==> src/hdl/ssd_pkg.sv <==
// shared types, constants and font table for the seven-segment display controller
// used by ssd_engine and seven_segment_display_controller_core; no dependencies
package ssd_pkg;

    // default number of multiplexed digits
    localparam int DEF_NUM_DIGITS = 4;

    // fixed field widths
    localparam int CHAR_W    = 8;
    localparam int SELECT_W  = 4;
    localparam int SEGMENT_W = 8;

    // decimal point position in a segment pattern
    localparam int DP_BIT = 7;

    // font table size and the dash entry
    localparam int GLYPH_COUNT = 37;
    localparam int GLYPH_IDX_W = $clog2(GLYPH_COUNT);
    localparam int DIGIT_BASE  = 0;
    localparam int LETTER_BASE = 10;
    localparam int DASH_INDEX  = 36;

    // character codes the decoder cares about
    localparam logic [CHAR_W-1:0] CH_ZERO    = 8'h30;
    localparam logic [CHAR_W-1:0] CH_NINE    = 8'h39;
    localparam logic [CHAR_W-1:0] CH_UPPER_A = 8'h41;
    localparam logic [CHAR_W-1:0] CH_UPPER_Z = 8'h5A;
    localparam logic [CHAR_W-1:0] CH_LOWER_A = 8'h61;
    localparam logic [CHAR_W-1:0] CH_LOWER_Z = 8'h7A;
    localparam logic [CHAR_W-1:0] CH_DASH    = 8'h2D;
    localparam logic [CHAR_W-1:0] CH_DOT     = 8'h2E;

    // segment patterns: digits, letters a..z, dash
    localparam logic [SEGMENT_W-1:0] GLYPH_ROM [0:GLYPH_COUNT-1] = '{
        8'h3F, 8'h06, 8'h5B, 8'h4F, 8'h66, 8'h6D, 8'h7D, 8'h07, 8'h7F, 8'h6F,
        8'h77, 8'h7C, 8'h58, 8'h5E, 8'h79, 8'h71, 8'h3D, 8'h74, 8'h30, 8'h1E,
        8'h76, 8'h38, 8'h15, 8'h54, 8'h5C, 8'h73, 8'h67, 8'h50, 8'h6D, 8'h78,
        8'h3E, 8'h1C, 8'h2A, 8'h76, 8'h6E, 8'h5B,
        8'h40
    };

    // request operation codes
    typedef enum logic {
        OP_CHAR = 1'b0,
        OP_SCAN = 1'b1
    } t_opcode;

    // input request
    typedef struct packed {
        t_opcode           opcode;
        logic [CHAR_W-1:0] char_code;
        logic              first_char;
        logic              last_char;
    } t_in_item;

    // result
    typedef struct packed {
        logic [SELECT_W-1:0]  digit_select;
        logic [SEGMENT_W-1:0] segment_drive;
    } t_out_item;

    // character to segment pattern, blank for anything outside the font
    function automatic logic [SEGMENT_W-1:0] font_lookup(input logic [CHAR_W-1:0] ch);
        logic [SEGMENT_W-1:0] glyph;
        glyph = '0;
        if (ch >= CH_ZERO && ch <= CH_NINE) begin
            glyph = GLYPH_ROM[GLYPH_IDX_W'(ch - CH_ZERO) + GLYPH_IDX_W'(DIGIT_BASE)];
        end else if (ch >= CH_UPPER_A && ch <= CH_UPPER_Z) begin
            glyph = GLYPH_ROM[GLYPH_IDX_W'(ch - CH_UPPER_A) + GLYPH_IDX_W'(LETTER_BASE)];
        end else if (ch >= CH_LOWER_A && ch <= CH_LOWER_Z) begin
            glyph = GLYPH_ROM[GLYPH_IDX_W'(ch - CH_LOWER_A) + GLYPH_IDX_W'(LETTER_BASE)];
        end else if (ch == CH_DASH) begin
            glyph = GLYPH_ROM[GLYPH_IDX_W'(DASH_INDEX)];
        end
        return glyph;
    endfunction

endpackage

==> src/hdl/ssd_engine.sv <==
// digit buffer, fill pointer and scan counter with their single-pass update logic
// depends on ssd_pkg
module ssd_engine #(
    parameter int NUM_DIGITS = ssd_pkg::DEF_NUM_DIGITS
) (
    input  logic               i_clk,
    input  logic               i_rst_n,
    input  logic               i_step,
    input  ssd_pkg::t_in_item  i_item,
    output ssd_pkg::t_out_item o_result
);
    import ssd_pkg::*;

    localparam int FILL_W = $clog2(NUM_DIGITS + 1);
    localparam int SCAN_W = (NUM_DIGITS > 1) ? $clog2(NUM_DIGITS) : 1;

    logic [SEGMENT_W-1:0] r_pat [NUM_DIGITS];
    logic [SEGMENT_W-1:0] n_pat [NUM_DIGITS];
    logic [FILL_W-1:0]    r_fill, n_fill;
    logic [SCAN_W-1:0]    r_idx, n_idx;
    logic [SELECT_W-1:0]  r_sel, n_sel;
    logic [SEGMENT_W-1:0] r_seg, n_seg;

    logic [FILL_W-1:0]    w_fill_start;
    logic [SEGMENT_W-1:0] w_glyph;

    // font decode of the incoming character
    assign w_glyph = font_lookup(i_item.char_code);

    // a new string restarts the fill at the top digit
    assign w_fill_start = i_item.first_char ? FILL_W'(NUM_DIGITS) : r_fill;

    // next state for one request
    always_comb begin
        n_pat  = r_pat;
        n_fill = r_fill;
        n_idx  = r_idx;
        n_sel  = r_sel;
        n_seg  = r_seg;
        if (i_item.opcode == OP_SCAN) begin
            // step the multiplex counter and latch that digit's drive
            n_idx = (r_idx >= SCAN_W'(NUM_DIGITS - 1)) ? '0 : r_idx + 1'b1;
            n_sel = '0;
            for (int b = 0; b < SELECT_W; b++) begin
                if ((NUM_DIGITS - 1 - b) >= 0 && n_idx == SCAN_W'(NUM_DIGITS - 1 - b)) begin
                    n_sel[b] = 1'b1;
                end
            end
            n_seg = '0;
            for (int d = 0; d < NUM_DIGITS; d++) begin
                if (n_idx == SCAN_W'(d)) begin
                    n_seg = r_pat[d];
                end
            end
        end else begin
            n_fill = w_fill_start;
            if (w_fill_start != '0) begin
                if (i_item.char_code != CH_DOT) begin
                    // write the glyph into the next free digit
                    for (int d = 0; d < NUM_DIGITS; d++) begin
                        if (w_fill_start == FILL_W'(d + 1)) begin
                            n_pat[d] = w_glyph;
                        end
                    end
                    n_fill = w_fill_start - 1'b1;
                end else if (w_fill_start < FILL_W'(NUM_DIGITS)) begin
                    // dot goes on the digit written just before
                    for (int d = 0; d < NUM_DIGITS; d++) begin
                        if (w_fill_start == FILL_W'(d)) begin
                            n_pat[d][DP_BIT] = 1'b1;
                        end
                    end
                end
            end
            // end of string blanks what is still free and closes it
            if (i_item.last_char) begin
                for (int d = 0; d < NUM_DIGITS; d++) begin
                    if (FILL_W'(d) < n_fill) begin
                        n_pat[d] = '0;
                    end
                end
                n_fill = '0;
            end
        end
    end

    // state registers
    always_ff @(posedge i_clk) begin
        if (!i_rst_n) begin
            for (int d = 0; d < NUM_DIGITS; d++) begin
                r_pat[d] <= '0;
            end
            r_fill <= '0;
            r_idx  <= '0;
            r_sel  <= '0;
            r_seg  <= '0;
        end else if (i_step) begin
            r_pat  <= n_pat;
            r_fill <= n_fill;
            r_idx  <= n_idx;
            r_sel  <= n_sel;
            r_seg  <= n_seg;
        end
    end

    // result is the drive held after this request
    assign o_result.digit_select  = n_sel;
    assign o_result.segment_drive = n_seg;

endmodule

==> src/hdl/seven_segment_display_controller_core.sv <==
// Multiplexed seven-segment display controller, top level.
// Requests enter on the in channel (valid/ready, t_in_item) and each one gives
// exactly one result on the out channel (valid/ready, t_out_item).
// A character request fills the digit buffer from the top digit down; a scan
// request steps the multiplex counter and returns the one-hot digit select and
// that digit's segments. A character request returns the drive currently held.
// A request accepted into the input register moves through the engine's update
// into the result register, which drives o_out_item, once the result slot is
// free or draining.
// Throughput: one request per cycle while results are taken, set by the single
// input and result registers; the state update is one level of shallow logic.
// The input register takes a new request while a result waits to be taken, as
// long as it is empty or the result register can move on in the same cycle.
// When the receiver stalls, the result holds, the pending request waits in the
// input register and o_in_ready drops once both are occupied.
// Reset (synchronous, active low) blanks the digit buffer, closes any open
// string, clears the scan counter and the held drive, and empties both stages.
// depends on ssd_pkg and ssd_engine
module seven_segment_display_controller_core #(
    parameter int NUM_DIGITS = ssd_pkg::DEF_NUM_DIGITS
) (
    input  logic               i_clk,
    input  logic               i_rst_n,
    input  logic               i_in_valid,
    output logic               o_in_ready,
    input  ssd_pkg::t_in_item  i_in_item,
    output logic               o_out_valid,
    input  logic               i_out_ready,
    output ssd_pkg::t_out_item o_out_item
);
    import ssd_pkg::*;

    logic      r_in_valid;
    t_in_item  r_in_item;
    logic      r_out_valid;
    t_out_item r_out_item;

    logic      w_advance;
    t_out_item w_result;

    // request moves into the engine when the result slot is free or draining
    assign w_advance  = r_in_valid && (!r_out_valid || i_out_ready);
    assign o_in_ready = !r_in_valid || w_advance;

    // input register
    always_ff @(posedge i_clk) begin
        if (!i_rst_n) begin
            r_in_valid <= 1'b0;
        end else if (o_in_ready) begin
            r_in_valid <= i_in_valid;
        end
    end

    always_ff @(posedge i_clk) begin
        if (o_in_ready && i_in_valid) begin
            r_in_item <= i_in_item;
        end
    end

    // buffer, fill and scan state
    ssd_engine #(
        .NUM_DIGITS(NUM_DIGITS)
    ) u_engine (
        .i_clk    (i_clk),
        .i_rst_n  (i_rst_n),
        .i_step   (w_advance),
        .i_item   (r_in_item),
        .o_result (w_result)
    );

    // result register
    always_ff @(posedge i_clk) begin
        if (!i_rst_n) begin
            r_out_valid <= 1'b0;
        end else if (w_advance) begin
            r_out_valid <= 1'b1;
        end else if (i_out_ready) begin
            r_out_valid <= 1'b0;
        end
    end

    always_ff @(posedge i_clk) begin
        if (w_advance) begin
            r_out_item <= w_result;
        end
    end

    assign o_out_valid = r_out_valid;
    assign o_out_item  = r_out_item;

endmodule
==> config.mk <==
export PLATFORM = sky130hd
export DESIGN_NAME = seven_segment_display_controller_core
export DESIGN_NICKNAME = d
export VERILOG_FILES = /design/src/hdl/ssd_pkg.sv /design/src/hdl/ssd_engine.sv /design/src/hdl/seven_segment_display_controller_core.sv
export SDC_FILE = /design/constraint.sdc
export NUM_CORES = 1
export LEC_CHECK = 0
export BUFFER_PORTS_ARGS = -buffer_cell sky130_fd_sc_hd__buf_2
export CAP_MARGIN = 30
export CORE_ASPECT_RATIO = 1.75
export CORE_MARGIN = 10
export CORE_UTILIZATION = 45
export DETAILED_ROUTE_END_ITERATION = 6
export PLACE_DENSITY = 0.7
export SYNTH_ARGS = -nofsm -noshare
export SYNTH_HDL_FRONTEND = slang
export SYNTH_SLANG_ARGS = --single-unit
==> constraint.sdc <==
create_clock -name i_clk -period 3.4 [get_ports i_clk]
set_input_delay 0.17 -clock i_clk [delete_from_list [all_inputs] [get_ports i_clk]]
set_output_delay 0.17 -clock i_clk [all_outputs]
set_load 0.01 [all_outputs]
* Word level (Yosys, flattened, before mapping) *
Memory sizes are Yosys's and may differ from the RTL's.
Cells that the tools add are included.

storage, ports and cells
  register bits = 74
  bits in read-only memories = 1536
  memories = 3

operators by class
  add/subtract/negate cells = 7
  $lt $le $gt $ge = 15
  equal/unequal tests = 9
  multiplexer cells = 54
  bitwise gates (word level) = 4
  reduce and logical (&&, ||, !) cells = 15

memory list
  name             depth  bits a word  read ports  clocked after memory_dff  write ports  RTL line       RTL
  (no name shown)  64     8            1           0                         0            ssd_pkg.sv:71  glyph = GLYPH_ROM[GLYPH_IDX_W'(ch - CH_LOWER_A) + GLYPH_IDX_W'(LETTER_BASE)];
  (no name shown)  64     8            1           0                         0            ssd_pkg.sv:69  glyph = GLYPH_ROM[GLYPH_IDX_W'(ch - CH_UPPER_A) + GLYPH_IDX_W'(LETTER_BASE)];
  (no name shown)  64     8            1           0                         0            ssd_pkg.sv:67  glyph = GLYPH_ROM[GLYPH_IDX_W'(ch - CH_ZERO) + GLYPH_IDX_W'(DIGIT_BASE)];

operator list
  operator                                                           number
  2-to-1 mux 8 bit                                                   23
  2-to-1 mux 32 bit                                                  2
  2-to-1 mux 7 bit                                                   4
  greater-or-equal comparator 7 bit, second input constant           3
  inverter 6 -> 7 bit                                                3
  2-to-1 mux 1 bit                                                   18
  greater-or-equal comparator 8 x 7 -> 1 bit, second input constant  2
  less-or-equal comparator 8 x 7 -> 1 bit, second input constant     2
  2-to-1 mux 3 bit                                                   5
  adder 6 x 4 -> 6 bit, second input constant                        2
  subtractor 6 bit, second input constant                            2
  == test 8 x 6 -> 1 bit, second input constant                      1
  greater-or-equal comparator 8 x 6 -> 1 bit, second input constant  1
  less-or-equal comparator 8 x 6 -> 1 bit, second input constant     1
  != test 8 x 6 -> 1 bit, second input constant                      1
  == test 3 x 2 -> 1 bit, second input constant                      2
  < comparator 1 x 3 -> 1 bit, first input constant                  2
  < comparator 2 x 3 -> 1 bit, first input constant                  2
  subtractor 6 x 1 -> 6 bit, second input constant                   1
  logical AND 1 bit                                                  5
  == test 2 bit, second input constant                               2
  2-to-1 mux 4 bit                                                   1
  AND reduction 2 bit                                                2
  == test 3 x 1 -> 1 bit, second input constant                      1
  other kinds (14)                                                   16

* Depth between registers and ports, before layout *
  depth after elaboration = 14
  mapped depth = 12
  gate-level depth less buffers = 9

* By module *
A second synthesis with hierarchy kept.

second synthesis, totals
  cell total of the unflattened synthesis = 540
  area, all modules = 4703.3 µm²

by module, submodules not included
  module                                 times used  cells each  area an instance (µm²)  seq. area each (µm²)
  ssd_engine                             1           508         3908.7                  980.9
  seven_segment_display_controller_core  1           32          794.5                   730.7

* Worst setup path before layout *
Ideal clock, no wire load.

  path type = register to register
  start point = reg r_in_item[2] in the netlist's numbering
  end point = reg u_engine.r_pat[13] in the netlist's numbering
  library setup time = 0.073 ns
  arrival time = 2.739 ns
  setup slack = 0.588 ns
  stages on the path, launching flop included = 12
  path buffers = 2
  clock period less this slack = 2.812 ns
  path through = edfxtp_1 clkbuf_1 inv_1 ha_1 nor4b_2 a211o_1 a21o_4 or2_1 buf_6 a221oi_2 o21ai_1 o2bb2ai_1

between the ends
  cells in the longest elaborated chain, start to end = 14
  elaborated cells between the ends (all ways) = 39
  those cells by class = add/sub: 5; order compare: 7; eq/ne: 1; mux: 17; bitwise: 3; reduce/logical: 3; memory: 3

ends and longest elaborated chain
  item                                                 RTL line                                     RTL
  from (decl)                                          seven_segment_display_controller_core.sv:34  t_in_item r_in_item;
  from (signal assigned)                               seven_segment_display_controller_core.sv:56  r_in_item <= i_in_item;
  subtractor 6 bit                                     ssd_pkg.sv:71
  adder 6 x 4 -> 6 bit                                 ssd_pkg.sv:71
  inverter 6 -> 7 bit (not written as such)            ssd_pkg.sv:71
  memory read (64 x 8 bit)                             n/a
  2-to-1 mux 8 bit (not written as such) (2 in a row)  ssd_pkg.sv:71
  2-to-1 mux 8 bit                                     ssd_pkg.sv:70                                end else if (ch >= CH_LOWER_A && ch <= CH_LOWER_Z) begin
  2-to-1 mux 8 bit                                     ssd_pkg.sv:68                                end else if (ch >= CH_UPPER_A && ch <= CH_UPPER_Z) begin
  2-to-1 mux 8 bit                                     ssd_pkg.sv:66                                if (ch >= CH_ZERO && ch <= CH_NINE) begin
  2-to-1 mux 8 bit                                     ssd_engine.sv:61                             if (w_fill_start == FILL_W'(d + 1)) begin
  2-to-1 mux 7 bit                                     ssd_engine.sv:58                             if (i_item.char_code != CH_DOT) begin
  2-to-1 mux 32 bit                                    ssd_engine.sv:57                             if (w_fill_start != '0) begin
  2-to-1 mux 8 bit                                     ssd_engine.sv:78                             if (FILL_W'(d) < n_fill) begin
  2-to-1 mux 32 bit *                                  ssd_engine.sv:76                             if (i_item.last_char) begin
  to (signal assigned)                                 ssd_engine.sv:98                             r_pat <= n_pat;
  to (decl)                                            ssd_engine.sv:17                             logic [SEGMENT_W-1:0] r_pat [NUM_DIGITS];

Mark *: on every way between the ends. The rest lies on a longest branch, timed or not. The select of a mux whose other input is x is not followed.
A chain may end at the register's enable or synchronous reset.

* Worst setup path after layout *
  start point = reg r_in_item[2] in the netlist's numbering
  end point = reg u_engine.r_pat[10] in the netlist's numbering

The elaborated chain is that of the path after synthesis.

==> metrics.md <==
| Metric | Value |
|---|---|
| Failing checks | `DRC` |
| Power Density | `430 nW/um^2` |
| CTS tree | `built` |
| Synth top area share | `21.4%` |
| Crit-path cells | `ha_1, a21oi_2, xnor2_1, a41oi_1, a2bb2oi_1, a21oi_1, o22ai_1, o2bb2ai_1` |
| Vias in the first global route | `4220` |
| Largest area contributor in the netlist | `dfxtp_1` |
| First-pass GRT wire length | `21.3 mm` |
| Yosys warnings | `0` |
| Post-CTS Resized | `0` |
| Routed WL | `12.9 mm` |
| PortBufs | `28` |
| Min Clock Period, post-route | `3.08 ns` |
| Number of flops mapped to enable cells by yosys | `23` |
| Synth area leaders | `dfxtp_1 21%, edfxtp_1 14%, ha_1 6.5%` |
| Die Ht | `156 um` |
| Worst-path fanout max | `9` |
| RSZ-0062 raised after global routing | `no` |
| CP startpoint kind | `register` |
| Netlist cell types | `72` |
| Post-synth ARST share | `0%` |
| DR WL/cell | `19.1 um` |
| Clock slew at reported path FFs | `0.06 ns` |
| Seq/Total Area, Yosys | `35.8%` |
| DR iter-0 viols | `204` |
| Peak supply drop | `465 uV` |
| Worst-case clock buffer depth | `2` |
| Drt first pass iters | `7` |
| Synth Area per Inst | `9.00 um^2` |
| Seq cells post-synth | `74` |
| Drc violations | `1` |
| Die area | `15300 um^2` |
| Rows | `49` |
| Post-CTS setup buffer count | `0` |
| Largest net degree at the start of global routing | `30` |
| I/O pin count | `29` |
| Dpl cells | `656` |
| Reg area | `1710 um^2` |
| Final-report hold violation count | `0` |
| Layout cells sized above 1 | `15.1%` |
| CP Data Arrival Time | `3.29 ns` |
| GR Util All Layers | `16.7%` |
| Fmax achieved | `325 MHz` |
| Status | `complete, but fails checks` |
| Finish-stage setup viols | `0` |
| Core Box Area | `10400 um^2` |
| Final nets | `584` |
| H-tree depth | `3` |
| GPL Wtd Cong | `1.02` |
| Commonest non-fill, non-tap cell in the layout | `nand2_1` |
| Worst-Margin Slew | `0.798 ns` |
| CTS root buf | `clkbuf_16` |
| Final global-route overflow total | `0` |
| Finished Layout Cells | `677` |
| Final HPWL DP | `9.51 mm` |
| Vias post-DR | `4116` |
| Die Width | `97.9 um` |
| Initial antenna violation count | `1` |
| Post-Synthesis Cells | `531` |
| Filler Cells Inserted | `956` |
| Critical Path RT | `3.61 ns` |
| Max Slew Vio Count | `0` |
| WS Path Type | `reg2reg` |
| Hold buffers post-CTS | `0` |
| Initial Util | `46.1%` |
| Main synth FF type | `dfxtp_1` |
| Hold Crit Class | `in2reg` |
| Synth Net Count | `571` |
| Hold slack | `0.00205 ns` |
| Clk_lat worst skew | `0.34 ns` |
| Leak | `2.02 nW` |
| Slew HR | `46.5%` |
| Max Cap Viol | `0` |
| Critical Path Max Stage Delay | `0.68 ns` |
| Routed vias/inst | `6.08` |
| Crit end category | `register` |
| Cell area after synthesis | `4780 um^2` |
| ANT nets after route | `0` |
| Multi-input logic area | `2820 um^2` |
| Setup_tns | `0 ns` |
| Skew final | `0.00761 ns` |
| Period utilization | `90.5%` |
| Commonest cells after routing, fill and taps aside | `53 x nand2_1, 51 x dfxtp_1, 43 x a21oi_1` |
| Total CTS buffers | `9` |
| TritonCTS Sinks | `74` |
| Layout area overhead | `11.4%` |
| Slowest stage cell, crit path | `xnor2_1` |
[worst max-delay path: cells and delay by family, from the launching register on]
| kind | cells | cell delay (ns) |
|---|---|---|
| XOR/XNOR | 1 | 0.68 |
| AO/OA/AOI/OAI | 6 | 1.37 |
| adder cells (fa/ha/maj) | 1 | 0.44 |
| flip-flops | 1 | 0.45 |
[cell type report]
cell class / instances / area share, %
well taps: 127 / 2.98
clock buffers: 10 / 4.49
repair buffers: 44 / 5.08
multi-input cells: 399 / 52.9
diodes: 1 / 0.0470
inverters: 16 / 1.13
clock inverters: 6 / 1.22
flip-flops and latches: 74 / 32.2
[metal layers]
layer,routed length [um],GRT usage (%),vias up
li1,-,-,1982
met1,4790,16.8,1928
met2,6920,30.4,156
met3,509,2.78,50
met4,686,11.8,0
met5,0,0,-
[sequential cells by signal, summed over array words and instances, names as in the netlist]
name	cells
o_out_item	12
o_out_valid	1
r_in_item	11
r_in_valid	1
u_engine.r_fill	3
u_engine.r_idx	2
u_engine.r_pat	32
u_engine.r_seg	8
u_engine.r_sel	4
[cell families (layout without fill, tap and decap cells)]
kind of cell	after synthesis	in the layout	share of synthesized area [%]
AOI/OAI and AO/OA	174	174	26.6
and+or+nand+nor	169	169	18.3
DFF	74	74	35.8
buffers and inverters	58	76	5.31
adders and majority gates	25	25	6.54
muxes	25	25	6.18
xor gates and xnor gates	6	6	1.26
other	0	1	0
[cells in the mapped netlist (3+ instances only)]
master,instances
nor4_1,3
nor2b_1,24
mux2_2,6
a211oi_1,6
dfxtp_1,51
o211ai_1,7
buf_4,4
nor3_1,14
o2bb2ai_1,22
o21ai_1,13
nand3_1,8
mux4_2,3
o211a_1,7
ha_1,25
o22ai_1,4
a21oi_1,43
nand2b_1,4
clkbuf_1,26
mux2i_1,16
xnor2_1,4
nand2_1,53
a211o_1,3
o21a_1,6
edfxtp_1,23
o31ai_1,6
buf_2,11
and3_1,4
nand3b_1,10
inv_1,15
and2_1,6
a31oi_1,4
o21ai_0,18
a221oi_2,3
nor2_1,30
[metrics by stage]
step | setup WS (ns) | power, mW | cell area (um^2) | util, %
2_1_floorplan | 0.588 | 1.24 | 4780 | -
3_3_place_gp | 0.444 | 1.33 | 4980 | 48.0
3_5_place_dp | 0.405 | 1.34 | 4980 | 48.0
4_1_cts | 0.396 | 2.29 | 5280 | 51.0
5_1_grt | 0.168 | 2.36 | 5320 | 51.4
6_report | 0.325 | 2.29 | 5320 | 51.4
[power breakdown]
part           total [mW]  switching, mW  leakage, nW  internal, mW
sequential          0.958         0.0212        0.634         0.937
clock               0.960          0.371        0.149         0.589
combinational       0.373          0.234         1.23         0.139
total                2.29          0.626         2.02          1.67
[path summary, 6_finish.rpt]
kind,slack (ns),cells after the start,startpoint,end
worst min register to register,0.46,2,u_engine.r_pat[3]$_SDFFE_PN0P_,u_engine.r_pat[3]$_SDFFE_PN0P_
worst min-delay path,0.002,1,i_in_item[4],r_in_item[4]$_DFFE_PP_
worst max register to register,0.32,8,r_in_item[2]$_DFFE_PP_,u_engine.r_pat[10]$_SDFFE_PN0P_
worst max-delay path,0.32,8,r_in_item[2]$_DFFE_PP_,u_engine.r_pat[10]$_SDFFE_PN0P_
Power figures use the tool's default switching activity.
